<file path="src/hw/rtl/i2cbm_pkg.sv">
`timescale 1ns / 1ps
// ----------------------------------------------------------------------------
// I2C bit-level master package
// Shared types, codes and constants for the bit-level I2C master.
// ----------------------------------------------------------------------------
package i2cbm_pkg;

  // Register map
  localparam int unsigned CfgIdxW = 1;
  localparam logic [CfgIdxW-1:0] REG_TICKS_PER_US = 1'd0;
  localparam logic [CfgIdxW-1:0] REG_ACK_TIMEOUT  = 1'd1;

  localparam logic [9:0] TICKS_PER_US_RESET = 10'd80;
  localparam logic [9:0] ACK_TIMEOUT_RESET  = 10'd250;

  // Host command codes
  localparam logic [2:0] CMD_START = 3'd1;
  localparam logic [2:0] CMD_STOP  = 3'd2;
  localparam logic [2:0] CMD_WRITE = 3'd3;
  localparam logic [2:0] CMD_READ  = 3'd4;

  localparam logic [3:0] BITS_PER_BYTE = 4'd8;

  // Depth of the queue between front and back
  localparam int unsigned QueueDepth = 2;

  // Phase lengths as shifts of the per-microsecond tick count
  localparam logic [1:0] SH_1US = 2'd0;
  localparam logic [1:0] SH_2US = 2'd1;
  localparam logic [1:0] SH_4US = 2'd2;

  typedef struct packed {
    logic [2:0] command;
    logic [7:0] write_byte;
    logic       send_ack;
    logic       sda_sample;
  } in_item_t;

  typedef struct packed {
    logic       scl_level;
    logic       sda_release;
    logic       busy_res;
    logic       done_res;
    logic [7:0] read_byte;
    logic       ack_received;
    logic       timed_out;
  } out_item_t;

  typedef struct packed {
    logic [9:0] ticks_per_us;
    logic [9:0] ack_timeout;
  } cfg_t;

  // Classified operation carried by one tick
  typedef enum logic [2:0] {
    OP_TICK,
    OP_START,
    OP_STOP,
    OP_WRITE,
    OP_READ
  } op_e;

  typedef struct packed {
    op_e        op;
    logic [7:0] wbyte;
    logic       send_ack;
    logic       sda;
  } tick_t;

  // Bus sequencer steps
  typedef enum logic [4:0] {
    ST_IDLE      = 5'd0,
    ST_START_A   = 5'd1,
    ST_START_B   = 5'd2,
    ST_START_C   = 5'd3,
    ST_STOP_A    = 5'd4,
    ST_STOP_B    = 5'd5,
    ST_WR_BIT    = 5'd6,
    ST_WR_HIGH   = 5'd7,
    ST_WR_LOW    = 5'd8,
    ST_ACK_REL   = 5'd9,
    ST_ACK_CLK   = 5'd10,
    ST_ACK_POLL  = 5'd11,
    ST_RD_LOW    = 5'd12,
    ST_RD_SAMPLE = 5'd13,
    ST_RA_SET    = 5'd14,
    ST_RA_HIGH   = 5'd15,
    ST_RA_LOW    = 5'd16,
    ST_ACK_LOW   = 5'd17,
    ST_FINISH    = 5'd31
  } step_e;

endpackage

</file>
<file path="src/hw/rtl/i2cbm_front.sv">
`timescale 1ns / 1ps
// ----------------------------------------------------------------------------
// I2C master front end
// Accepts tick transactions and classifies the command field into an op.
// ----------------------------------------------------------------------------
module i2cbm_front (
  input  logic               in_valid_i,
  output logic               in_ready_o,
  input  i2cbm_pkg::in_item_t in_item_i,
  input  logic               q_full_i,
  output logic               push_o,
  output i2cbm_pkg::tick_t   entry_o
);

  i2cbm_pkg::op_e op;

  // Command decode; unknown codes act as a plain tick
  always_comb begin
    unique case (in_item_i.command)
      i2cbm_pkg::CMD_START: op = i2cbm_pkg::OP_START;
      i2cbm_pkg::CMD_STOP:  op = i2cbm_pkg::OP_STOP;
      i2cbm_pkg::CMD_WRITE: op = i2cbm_pkg::OP_WRITE;
      i2cbm_pkg::CMD_READ:  op = i2cbm_pkg::OP_READ;
      default:              op = i2cbm_pkg::OP_TICK;
    endcase
  end

  assign in_ready_o = !q_full_i;
  assign push_o     = in_valid_i && !q_full_i;

  assign entry_o.op       = op;
  assign entry_o.wbyte    = in_item_i.write_byte;
  assign entry_o.send_ack = in_item_i.send_ack;
  assign entry_o.sda      = in_item_i.sda_sample;

endmodule

</file>
<file path="src/hw/rtl/i2cbm_queue.sv">
`timescale 1ns / 1ps
// ----------------------------------------------------------------------------
// I2C master tick queue
// Small FIFO of classified ticks between the front end and the sequencer.
// ----------------------------------------------------------------------------
module i2cbm_queue (
  input  logic             clk_i,
  input  logic             rst_ni,
  input  logic             push_i,
  input  i2cbm_pkg::tick_t entry_i,
  output logic             full_o,
  input  logic             pop_i,
  output logic             valid_o,
  output i2cbm_pkg::tick_t entry_o
);

  localparam int unsigned PtrW = (i2cbm_pkg::QueueDepth > 1) ?
                                 $clog2(i2cbm_pkg::QueueDepth) : 1;
  localparam int unsigned CntW = $clog2(i2cbm_pkg::QueueDepth + 1);
  localparam logic [CntW-1:0] DepthC = CntW'(i2cbm_pkg::QueueDepth);
  localparam logic [PtrW-1:0] LastP  = PtrW'(i2cbm_pkg::QueueDepth - 1);

  i2cbm_pkg::tick_t mem_q [i2cbm_pkg::QueueDepth];
  logic [PtrW-1:0] wr_q, wr_d, rd_q, rd_d;
  logic [CntW-1:0] cnt_q, cnt_d;
  logic            do_push, do_pop;

  assign full_o  = (cnt_q == DepthC);
  assign valid_o = (cnt_q != '0);
  assign entry_o = mem_q[rd_q];
  assign do_push = push_i && !full_o;
  assign do_pop  = pop_i && valid_o;

  // Pointer and fill count update
  always_comb begin
    wr_d  = wr_q;
    rd_d  = rd_q;
    cnt_d = cnt_q;
    if (do_push) begin
      wr_d = (wr_q == LastP) ? '0 : wr_q + 1'b1;
    end
    if (do_pop) begin
      rd_d = (rd_q == LastP) ? '0 : rd_q + 1'b1;
    end
    if (do_push && !do_pop) begin
      cnt_d = cnt_q + 1'b1;
    end else if (do_pop && !do_push) begin
      cnt_d = cnt_q - 1'b1;
    end
  end

  always_ff @(posedge clk_i or negedge rst_ni) begin
    if (!rst_ni) begin
      wr_q  <= '0;
      rd_q  <= '0;
      cnt_q <= '0;
    end else begin
      wr_q  <= wr_d;
      rd_q  <= rd_d;
      cnt_q <= cnt_d;
    end
  end

  // Storage
  always_ff @(posedge clk_i) begin
    if (do_push) begin
      mem_q[wr_q] <= entry_i;
    end
  end

endmodule

</file>
<file path="src/hw/rtl/i2cbm_back.sv">
`timescale 1ns / 1ps
// ----------------------------------------------------------------------------
// I2C master bus sequencer
// Runs one tick per cycle, unless the output stalls, through the start, stop,
// write and read phases and registers bus levels and status as one result.
// ----------------------------------------------------------------------------
module i2cbm_back (
  input  logic                 clk_i,
  input  logic                 rst_ni,
  input  i2cbm_pkg::cfg_t      cfg_i,
  input  logic                 q_valid_i,
  input  i2cbm_pkg::tick_t     q_item_i,
  output logic                 pop_o,
  output logic                 out_valid_o,
  input  logic                 out_ready_i,
  output i2cbm_pkg::out_item_t out_item_o
);

  i2cbm_pkg::step_e step_q, step_d, tgt, nx;
  logic [11:0] delay_q, delay_d;
  logic [3:0]  bit_q, bit_d, bit_b;
  logic [7:0]  shift_q, shift_d, shift_b;
  logic [9:0]  wait_q, wait_d, wait_b;
  logic [1:0]  stat_q, stat_d, stat_b;
  logic        scl_q, scl_d, sda_q, sda_d;
  logic        choice_q, choice_d;
  logic [7:0]  rdbyte_q, rdbyte_d;
  logic        enter, done, tmo, pop;
  logic        out_valid_q;
  i2cbm_pkg::out_item_t out_item_q, out_item_d;

  // Phase length: (us * ticks_per_us) - 1, zero stays zero
  function automatic logic [11:0] load_us(input logic [1:0] sh, input logic [9:0] tpu);
    logic [11:0] d;
    d = {2'b00, tpu} << sh;
    return (d == '0) ? '0 : d - 12'd1;
  endfunction

  // Step that follows a finished phase
  function automatic i2cbm_pkg::step_e next_step(input i2cbm_pkg::step_e s,
                                                 input logic [3:0] b);
    i2cbm_pkg::step_e r;
    unique case (s)
      i2cbm_pkg::ST_START_A:   r = i2cbm_pkg::ST_START_B;
      i2cbm_pkg::ST_START_B:   r = i2cbm_pkg::ST_START_C;
      i2cbm_pkg::ST_STOP_A:    r = i2cbm_pkg::ST_STOP_B;
      i2cbm_pkg::ST_WR_BIT:    r = i2cbm_pkg::ST_WR_HIGH;
      i2cbm_pkg::ST_WR_HIGH:   r = i2cbm_pkg::ST_WR_LOW;
      i2cbm_pkg::ST_WR_LOW:    r = (b < i2cbm_pkg::BITS_PER_BYTE) ?
                                   i2cbm_pkg::ST_WR_BIT : i2cbm_pkg::ST_ACK_REL;
      i2cbm_pkg::ST_ACK_REL:   r = i2cbm_pkg::ST_ACK_CLK;
      i2cbm_pkg::ST_ACK_CLK:   r = i2cbm_pkg::ST_ACK_POLL;
      i2cbm_pkg::ST_RD_LOW:    r = i2cbm_pkg::ST_RD_SAMPLE;
      i2cbm_pkg::ST_RD_SAMPLE: r = (b < i2cbm_pkg::BITS_PER_BYTE) ?
                                   i2cbm_pkg::ST_RD_LOW : i2cbm_pkg::ST_RA_SET;
      i2cbm_pkg::ST_RA_SET:    r = i2cbm_pkg::ST_RA_HIGH;
      i2cbm_pkg::ST_RA_HIGH:   r = i2cbm_pkg::ST_RA_LOW;
      default:                 r = i2cbm_pkg::ST_FINISH;
    endcase
    return r;
  endfunction

  // A tick is taken when the result register is free or being drained
  assign pop   = q_valid_i && (!out_valid_q || out_ready_i);
  assign pop_o = pop;
  assign nx    = next_step(step_q, bit_q);

  // Next state
  always_comb begin
    enter  = 1'b0;
    tgt    = i2cbm_pkg::ST_IDLE;
    done   = 1'b0;
    tmo    = 1'b0;
    step_d = step_q;
    if (pop) begin
      unique case (step_q)
        i2cbm_pkg::ST_IDLE: begin
          unique case (q_item_i.op)
            i2cbm_pkg::OP_START: begin
              enter = 1'b1;
              tgt   = i2cbm_pkg::ST_START_A;
            end
            i2cbm_pkg::OP_STOP: begin
              enter = 1'b1;
              tgt   = i2cbm_pkg::ST_STOP_A;
            end
            i2cbm_pkg::OP_WRITE: begin
              enter = 1'b1;
              tgt   = i2cbm_pkg::ST_WR_BIT;
            end
            i2cbm_pkg::OP_READ: begin
              enter = 1'b1;
              tgt   = i2cbm_pkg::ST_RD_LOW;
            end
            default: ;
          endcase
        end
        i2cbm_pkg::ST_ACK_POLL: begin
          enter = 1'b1;
          tgt   = i2cbm_pkg::ST_ACK_POLL;
        end
        default: begin
          if (delay_q == '0) begin
            if (nx == i2cbm_pkg::ST_FINISH) begin
              step_d = i2cbm_pkg::ST_IDLE;
              done   = 1'b1;
            end else begin
              enter = 1'b1;
              tgt   = nx;
            end
          end
        end
      endcase
      if (enter) begin
        step_d = tgt;
        // The ACK poll checks SDA and the timeout on every tick it is entered
        if (tgt == i2cbm_pkg::ST_ACK_POLL) begin
          if (!q_item_i.sda) begin
            step_d = i2cbm_pkg::ST_ACK_LOW;
          end else if (wait_q >= cfg_i.ack_timeout) begin
            step_d = i2cbm_pkg::ST_STOP_A;
            tmo    = 1'b1;
          end
        end
      end
    end
  end

  // Datapath and bus levels
  always_comb begin
    delay_d  = delay_q;
    scl_d    = scl_q;
    sda_d    = sda_q;
    choice_d = choice_q;
    rdbyte_d = rdbyte_q;
    shift_b  = shift_q;
    bit_b    = bit_q;
    wait_b   = wait_q;
    stat_b   = stat_q;
    // Command setup from idle
    if (pop && enter && step_q == i2cbm_pkg::ST_IDLE) begin
      if (q_item_i.op == i2cbm_pkg::OP_WRITE) begin
        shift_b = q_item_i.wbyte;
        bit_b   = '0;
        wait_b  = '0;
        stat_b  = '0;
      end else if (q_item_i.op == i2cbm_pkg::OP_READ) begin
        shift_b  = '0;
        bit_b    = '0;
        choice_d = q_item_i.send_ack;
      end
    end
    shift_d = shift_b;
    bit_d   = bit_b;
    wait_d  = wait_b;
    stat_d  = stat_b;
    if (pop && !enter && step_q != i2cbm_pkg::ST_IDLE && delay_q != '0) begin
      delay_d = delay_q - 12'd1;
    end
    if (pop && enter) begin
      unique case (step_d)
        i2cbm_pkg::ST_START_A: begin
          sda_d   = 1'b1;
          scl_d   = 1'b1;
          delay_d = load_us(i2cbm_pkg::SH_4US, cfg_i.ticks_per_us);
        end
        i2cbm_pkg::ST_START_B: begin
          sda_d   = 1'b0;
          delay_d = load_us(i2cbm_pkg::SH_4US, cfg_i.ticks_per_us);
        end
        i2cbm_pkg::ST_START_C: begin
          scl_d   = 1'b0;
          delay_d = load_us(i2cbm_pkg::SH_4US, cfg_i.ticks_per_us);
        end
        i2cbm_pkg::ST_STOP_A: begin
          sda_d   = 1'b0;
          scl_d   = 1'b1;
          delay_d = load_us(i2cbm_pkg::SH_4US, cfg_i.ticks_per_us);
          if (tmo) begin
            stat_d = 2'b10;
          end
        end
        i2cbm_pkg::ST_STOP_B: begin
          sda_d   = 1'b1;
          scl_d   = 1'b1;
          delay_d = load_us(i2cbm_pkg::SH_4US, cfg_i.ticks_per_us);
        end
        i2cbm_pkg::ST_WR_BIT: begin
          scl_d   = 1'b0;
          sda_d   = shift_b[7];
          shift_d = {shift_b[6:0], 1'b0};
          delay_d = load_us(i2cbm_pkg::SH_2US, cfg_i.ticks_per_us);
        end
        i2cbm_pkg::ST_WR_HIGH: begin
          scl_d   = 1'b1;
          delay_d = load_us(i2cbm_pkg::SH_2US, cfg_i.ticks_per_us);
        end
        i2cbm_pkg::ST_WR_LOW: begin
          scl_d   = 1'b0;
          bit_d   = bit_b + 4'd1;
          delay_d = load_us(i2cbm_pkg::SH_2US, cfg_i.ticks_per_us);
        end
        i2cbm_pkg::ST_ACK_REL: begin
          sda_d   = 1'b1;
          delay_d = load_us(i2cbm_pkg::SH_1US, cfg_i.ticks_per_us);
        end
        i2cbm_pkg::ST_ACK_CLK: begin
          scl_d   = 1'b1;
          delay_d = load_us(i2cbm_pkg::SH_1US, cfg_i.ticks_per_us);
        end
        i2cbm_pkg::ST_ACK_POLL: begin
          // SDA still high, keep counting
          delay_d = '0;
          wait_d  = wait_b + 10'd1;
        end
        i2cbm_pkg::ST_ACK_LOW: begin
          stat_d  = stat_b | 2'b01;
          scl_d   = 1'b0;
          delay_d = '0;
        end
        i2cbm_pkg::ST_RD_LOW: begin
          scl_d   = 1'b0;
          sda_d   = 1'b1;
          delay_d = load_us(i2cbm_pkg::SH_2US, cfg_i.ticks_per_us);
        end
        i2cbm_pkg::ST_RD_SAMPLE: begin
          scl_d   = 1'b1;
          shift_d = {shift_b[6:0], q_item_i.sda};
          bit_d   = bit_b + 4'd1;
          delay_d = '0;
          if (bit_d >= i2cbm_pkg::BITS_PER_BYTE) begin
            rdbyte_d = shift_d;
          end
        end
        i2cbm_pkg::ST_RA_SET: begin
          scl_d   = 1'b0;
          sda_d   = !choice_q;
          delay_d = load_us(i2cbm_pkg::SH_2US, cfg_i.ticks_per_us);
        end
        i2cbm_pkg::ST_RA_HIGH: begin
          scl_d   = 1'b1;
          delay_d = load_us(i2cbm_pkg::SH_2US, cfg_i.ticks_per_us);
        end
        i2cbm_pkg::ST_RA_LOW: begin
          scl_d   = 1'b0;
          delay_d = '0;
        end
        default: begin
          delay_d = '0;
        end
      endcase
    end
  end

  // Result for this tick
  always_comb begin
    out_item_d.scl_level    = scl_d;
    out_item_d.sda_release  = sda_d;
    out_item_d.busy_res     = (step_d != i2cbm_pkg::ST_IDLE);
    out_item_d.done_res     = done;
    out_item_d.read_byte    = rdbyte_d;
    out_item_d.ack_received = stat_d[0];
    out_item_d.timed_out    = stat_d[1];
  end

  // Sequencer state
  always_ff @(posedge clk_i or negedge rst_ni) begin
    if (!rst_ni) begin
      step_q   <= i2cbm_pkg::ST_IDLE;
      delay_q  <= '0;
      bit_q    <= '0;
      shift_q  <= '0;
      wait_q   <= '0;
      scl_q    <= 1'b1;
      sda_q    <= 1'b1;
      stat_q   <= '0;
      choice_q <= 1'b0;
      rdbyte_q <= '0;
    end else if (pop) begin
      step_q   <= step_d;
      delay_q  <= delay_d;
      bit_q    <= bit_d;
      shift_q  <= shift_d;
      wait_q   <= wait_d;
      scl_q    <= scl_d;
      sda_q    <= sda_d;
      stat_q   <= stat_d;
      choice_q <= choice_d;
      rdbyte_q <= rdbyte_d;
    end
  end

  // Output register
  always_ff @(posedge clk_i or negedge rst_ni) begin
    if (!rst_ni) begin
      out_valid_q <= 1'b0;
    end else if (pop) begin
      out_valid_q <= 1'b1;
    end else if (out_ready_i) begin
      out_valid_q <= 1'b0;
    end
  end

  always_ff @(posedge clk_i) begin
    if (pop) begin
      out_item_q <= out_item_d;
    end
  end

  assign out_valid_o = out_valid_q;
  assign out_item_o  = out_item_q;

endmodule

</file>
<file path="src/hw/rtl/i2c_bit_level_master.sv">
`timescale 1ns / 1ps
// ----------------------------------------------------------------------------
// I2C bit-level master
// Each tick transaction advances the bus sequencer by one time step and
// returns one result with the SCL/SDA levels and status.
// ----------------------------------------------------------------------------
// Usage: every input transaction is one bus time tick and yields exactly one
// result transaction. The block sustains one tick per clock cycle while the
// output is not stalled; each accepted tick is written into the two-entry
// tick queue and then registered as the sequencer's result. The sequencer
// advances its phase counter once per tick. Phase lengths are 1, 2 or 4
// microseconds of ticks_per_us ticks each; commands are only honored on ticks
// that arrive while the bus sequencer is idle.
// Configuration writes are always accepted and take effect immediately.
module i2c_bit_level_master (
  input  logic                                 clk_i,
  input  logic                                 rst_ni,
  input  logic                                 in_valid_i,
  output logic                                 in_ready_o,
  input  i2cbm_pkg::in_item_t                  in_item_i,
  output logic                                 out_valid_o,
  input  logic                                 out_ready_i,
  output i2cbm_pkg::out_item_t                 out_item_o,
  input  logic                                 cfg_valid_i,
  output logic                                 cfg_ready_o,
  input  logic [i2cbm_pkg::CfgIdxW-1:0]        cfg_index_i,
  input  logic [9:0]                           cfg_data_i
);

  i2cbm_pkg::cfg_t  cfg_q;
  i2cbm_pkg::tick_t push_entry, q_entry;
  logic             push, q_full, q_valid, pop;

  // Configuration registers
  assign cfg_ready_o = 1'b1;

  always_ff @(posedge clk_i or negedge rst_ni) begin
    if (!rst_ni) begin
      cfg_q.ticks_per_us <= i2cbm_pkg::TICKS_PER_US_RESET;
      cfg_q.ack_timeout  <= i2cbm_pkg::ACK_TIMEOUT_RESET;
    end else if (cfg_valid_i) begin
      unique case (cfg_index_i)
        i2cbm_pkg::REG_TICKS_PER_US: cfg_q.ticks_per_us <= cfg_data_i;
        i2cbm_pkg::REG_ACK_TIMEOUT:  cfg_q.ack_timeout  <= cfg_data_i;
        default: ;
      endcase
    end
  end

  i2cbm_front u_front (
    .in_valid_i (in_valid_i),
    .in_ready_o (in_ready_o),
    .in_item_i  (in_item_i),
    .q_full_i   (q_full),
    .push_o     (push),
    .entry_o    (push_entry)
  );

  i2cbm_queue u_queue (
    .clk_i   (clk_i),
    .rst_ni  (rst_ni),
    .push_i  (push),
    .entry_i (push_entry),
    .full_o  (q_full),
    .pop_i   (pop),
    .valid_o (q_valid),
    .entry_o (q_entry)
  );

  i2cbm_back u_back (
    .clk_i       (clk_i),
    .rst_ni      (rst_ni),
    .cfg_i       (cfg_q),
    .q_valid_i   (q_valid),
    .q_item_i    (q_entry),
    .pop_o       (pop),
    .out_valid_o (out_valid_o),
    .out_ready_i (out_ready_i),
    .out_item_o  (out_item_o)
  );

endmodule

</file>
<file path="config.mk">
export PLATFORM = sky130hd
export DESIGN_NAME = i2c_bit_level_master
export DESIGN_NICKNAME = d
export VERILOG_FILES = /design/src/hw/rtl/i2cbm_pkg.sv /design/src/hw/rtl/i2cbm_front.sv /design/src/hw/rtl/i2cbm_queue.sv /design/src/hw/rtl/i2cbm_back.sv /design/src/hw/rtl/i2c_bit_level_master.sv
export SDC_FILE = /design/constraint.sdc
export NUM_CORES = 1
export LEC_CHECK = 0
export CAP_MARGIN = 20
export CORE_ASPECT_RATIO = 2
export CORE_MARGIN = 2
export CORE_UTILIZATION = 45
export CTS_CLUSTER_DIAMETER = 200
export DETAILED_ROUTE_END_ITERATION = 8
export DONT_BUFFER_PORTS = 1
export SYNTH_ARGS = -nofsm -noshare
export SYNTH_HDL_FRONTEND = slang
export SYNTH_SLANG_ARGS = --single-unit
</file>
<file path="constraint.sdc">
create_clock -name clk_i -period 3.42 [get_ports clk_i]
set_clock_uncertainty 0.15 [all_clocks]
set_input_delay 0.342 -clock clk_i [delete_from_list [all_inputs] [get_ports clk_i]]
set_output_delay 0.342 -clock clk_i [all_outputs]
set_load 0.02 [all_outputs]
</file>
==> flow_summary_export.csv <==
group,metric,value,unit
critical_path,worstPathRequired,3.44,ns
placement,hpwl,12700,um
timing,relSlewSlack,35.4,%
timing,period_needed,3.69,ns
floorplan,pin_count,46,
floorplan,die-area,0.0154,mm2
global_route,grt_pass1_wl,29500,um
yosys,yosysTopAreaCell,"dfrtp_1",
global_route,gr-total-overflow,0,
pwr,power.density,911,mW/mm2
timing,fmax,0.271,GHz
timing,worstMarginPinSlew,0.968,ns
placement,gp_congestion,0.974,
critical_path,cp.arrival,3.71,ns
global_route,antenna_found_initial,0,
placement,port_buffers,0,
clock_tree,cts_sinks,117,
global_route,grt_start_max_net_pins,78,
yosys,syn_area_per_cell,10.6,um2
placement,dp_slack,-0.335,ns
yosys,synth_xor_area_share,3.53,%
finish,insertedDiodeCount,0,
timing,final-setup-viol-count,43,
finish,final_common_cell,"buf_4",
yosys,yosysWarnings,0,
yosys,yosys.area_share.adder,3.07,%
critical_path,cp-end-kind,"flip-flop",
floorplan,initial_core_util,46.1,%
critical_path,start_kind,"flip-flop",
finish,fin_cells,986,
floorplan,fp.dieW,88.6,um
finish,final_cell_mix,"128 x buf_4, 65 x dfrtp_1, 52 x nor2_1",
finish,fin_area,0.00926,mm2
timing,hold_violations,0,
detailed_routing,via_per_inst,5.64,
detailed_routing,first_pass_iters,7,
clock_tree,numCtsBuffers,17,
yosys,synthTopCellsByArea,"dfrtp_1 26%, edfxtp_1 19%, mux2_2 5.9%, dfstp_2 4.1%, nor2_1 3.6%",
detailed_routing,wl,18800,um
finish,drive_above_1_share,42.9,%
floorplan,num_rows,61,
timing,rsz0062_at_grt,"true",
yosys,synth-compound-area-share,13.3,%
yosys,syn-num-nets,653,
yosys,ys_seq_area_share,48.7,%
yosys,synth_top_family_by_area,"simple AND/OR/NAND/NOR gates",
floorplan,core_region_area,0.0140,mm2
placement,placed_cell_area,0.00751,mm2
timing,slew_violations,0,
global_route,grt_pass1_vias,5895,
yosys,ys_ff_latch,117,
critical_path,criticalPathCategory,"reg -> reg",
finish,area_delta_synth_final,43.6,%
detailed_routing,vias,5559,
detailed_routing,drc,0,
global_route,track_usage,25.3,%
finish,nets,828,
detailed_routing,ant_nets,0,
yosys,synth_top_area_share,26.0,%
clock_tree,cts_root_buffer,"clkbuf_16",
run_status,status,"finished with violations",
placement,placedCellCount,900,
clock_tree,clk_latency,0.42,ns
yosys,synthMuxAreaShare,8.58,%
finish,fin_util,66.3,%
clock_tree,cts-htree-levels,4,
yosys,synth_edf_count,40,
yosys,ys.flop_type,"dfrtp_1",
detailed_routing,wl_per_cell,19.0,um
detailed_routing,drt_iter0_drc,284,
run_status,violations,"setup timing",
job,maxCapViolations,0,
timing,final_min_period_over_clock_period,108,%
critical_path,worstPathMaxFanout,9,
floorplan,die_height,173,um
yosys,synth_cell_type_count,84,
yosys,netlist_instances,609,
timing,layout_setup_ws,-0.272,ns
min_path,hold_path_class,"in -> reg",
yosys,synthSimpleGateAreaFrac,18.9,%
pwr,ir_drop,502,uV
clock_tree,clk_pin_slew,0.06,ns
yosys,post_synth_instance_area,0.00644,mm2
clock_tree,cts_tree,"built",
clock_tree,clockBufferDepth,2,
yosys,async_flop_share,65.8,%
pwr,p_leak,3.96,nW
==> cell type report <==
class	instances	area (um2)
Clock inverter	15	121
Clock buffer	17	425
Inverter	27	115
Sequential cell	117	3140
Timing Repair Buffer	181	1590
Tap cell	189	236
Fill cell	1088	4710
Multi-Input combinational cell	440	3620
==> worst paths after layout <==
check | from | cells after the start | endpoint | slack, ns
min reg2reg | u_back.rdbyte_q[0] | 2 | u_back.rdbyte_q[0] | 0.34
min in group asynchronous | rst_ni | 2 | cfg_q[15] | 0.34
max reg2reg | u_back.step_q[0] | 12 | u_back.out_item_o[6] | -0.27
max in group asynchronous | rst_ni | 2 | u_back.sda_q | 2.42
max | u_back.step_q[0] | 12 | u_back.out_item_o[6] | -0.27
min | in_item_i[11] | 1 | u_queue.mem_q[0][11] | 0.08
==> per-layer routing <==
layer	global-route usage, %	vias up	part of all wire (%)
met5	0	-	0
met4	13.8	0	4.6
met3	4.10	58	3.2
met2	47.2	166	59
met1	25.2	2730	34
li1	-	2605	-
==> synth_stat cells (all sizes together) (4+ instances only) <==
master,count
a211oi,4
a21oi,18
a31oi,7
and2,7
and3,4
buf,12
clkbuf,13
dfrtp,67
dfstp,10
edfxtp,40
ha,15
inv,26
mux2,38
mux2i,11
nand2,44
nand2b,9
nand3,22
nand4,11
nor2,63
nor2b,6
nor3,16
nor3b,6
nor4,9
nor4b,4
o211ai,5
o21a,8
o21ai,25
o22ai,9
o32ai,8
or3,8
or4,4
xnor2,12
xor2,14
==> worst max-delay path, stage by stage (launching register included) <==
cell,delay [ns]
dfrtp_2,0.46
or4_4,0.58
nand2b_4,0.20
nor3_2,0.19
nor2_1,0.07
buf_4,0.15
a311o_2,0.40
and2_4,0.17
inv_8,0.05
nand4_2,0.09
or4_4,0.46
buf_12,0.17
mux2_4,0.29
==> flip-flops by register name, indices dropped and copies added, names as in the netlist, 2 cells and up <==
register,flops
cfg_q,20
u_back.bit_q,4
u_back.delay_q,12
u_back.out_item_o,14
u_back.rdbyte_q,8
u_back.shift_q,8
u_back.stat_q,2
u_back.step_q,5
u_back.wait_q,10
u_queue.cnt_q,2
u_queue.mem_q,26
==> power by group <==
part | total (W) | switching (W) | internal (W)
Clock | 0.00167 | 0.000728 | 0.000942
Sequential | 0.00219 | 0.000311 | 0.00188
Combinational | 0.00457 | 0.00241 | 0.00215
==> logic make-up after synthesis <==
group                    count (synthesis)
AO/OA/AOI/OAI                          122
XOR/XNOR                                26
adder cells (fa/ha/maj)                 16
buffers and inverters                   52
flip-flops                             117
multiplexers                            49
other                                    1
AND/OR/NAND/NOR                        226
==> through the flow <==
stage	setup TNS, ns	power (W)	hold slack, ns
finish	-7.45	0.00843	0.0774
global route	-12.97	0.00889	0.0668
CTS	-4.70	0.00779	0.0642
detailed placement	-8.94	0.00563	-0.101
global placement	-9.52	0.00556	-0.101
floorplan	-3.63	0.00415	-0.104
==> what timing repair did <==
action,in CTS,in global routing
endpoints found under the hold margin,125,0
pin swaps,21,36
setup endpoints to repair,54,55
resized for setup,73,83
hold buffers,27,0
gates cloned,3,0
buffers inserted,15,10
Power figures use the tool's default switching activity.
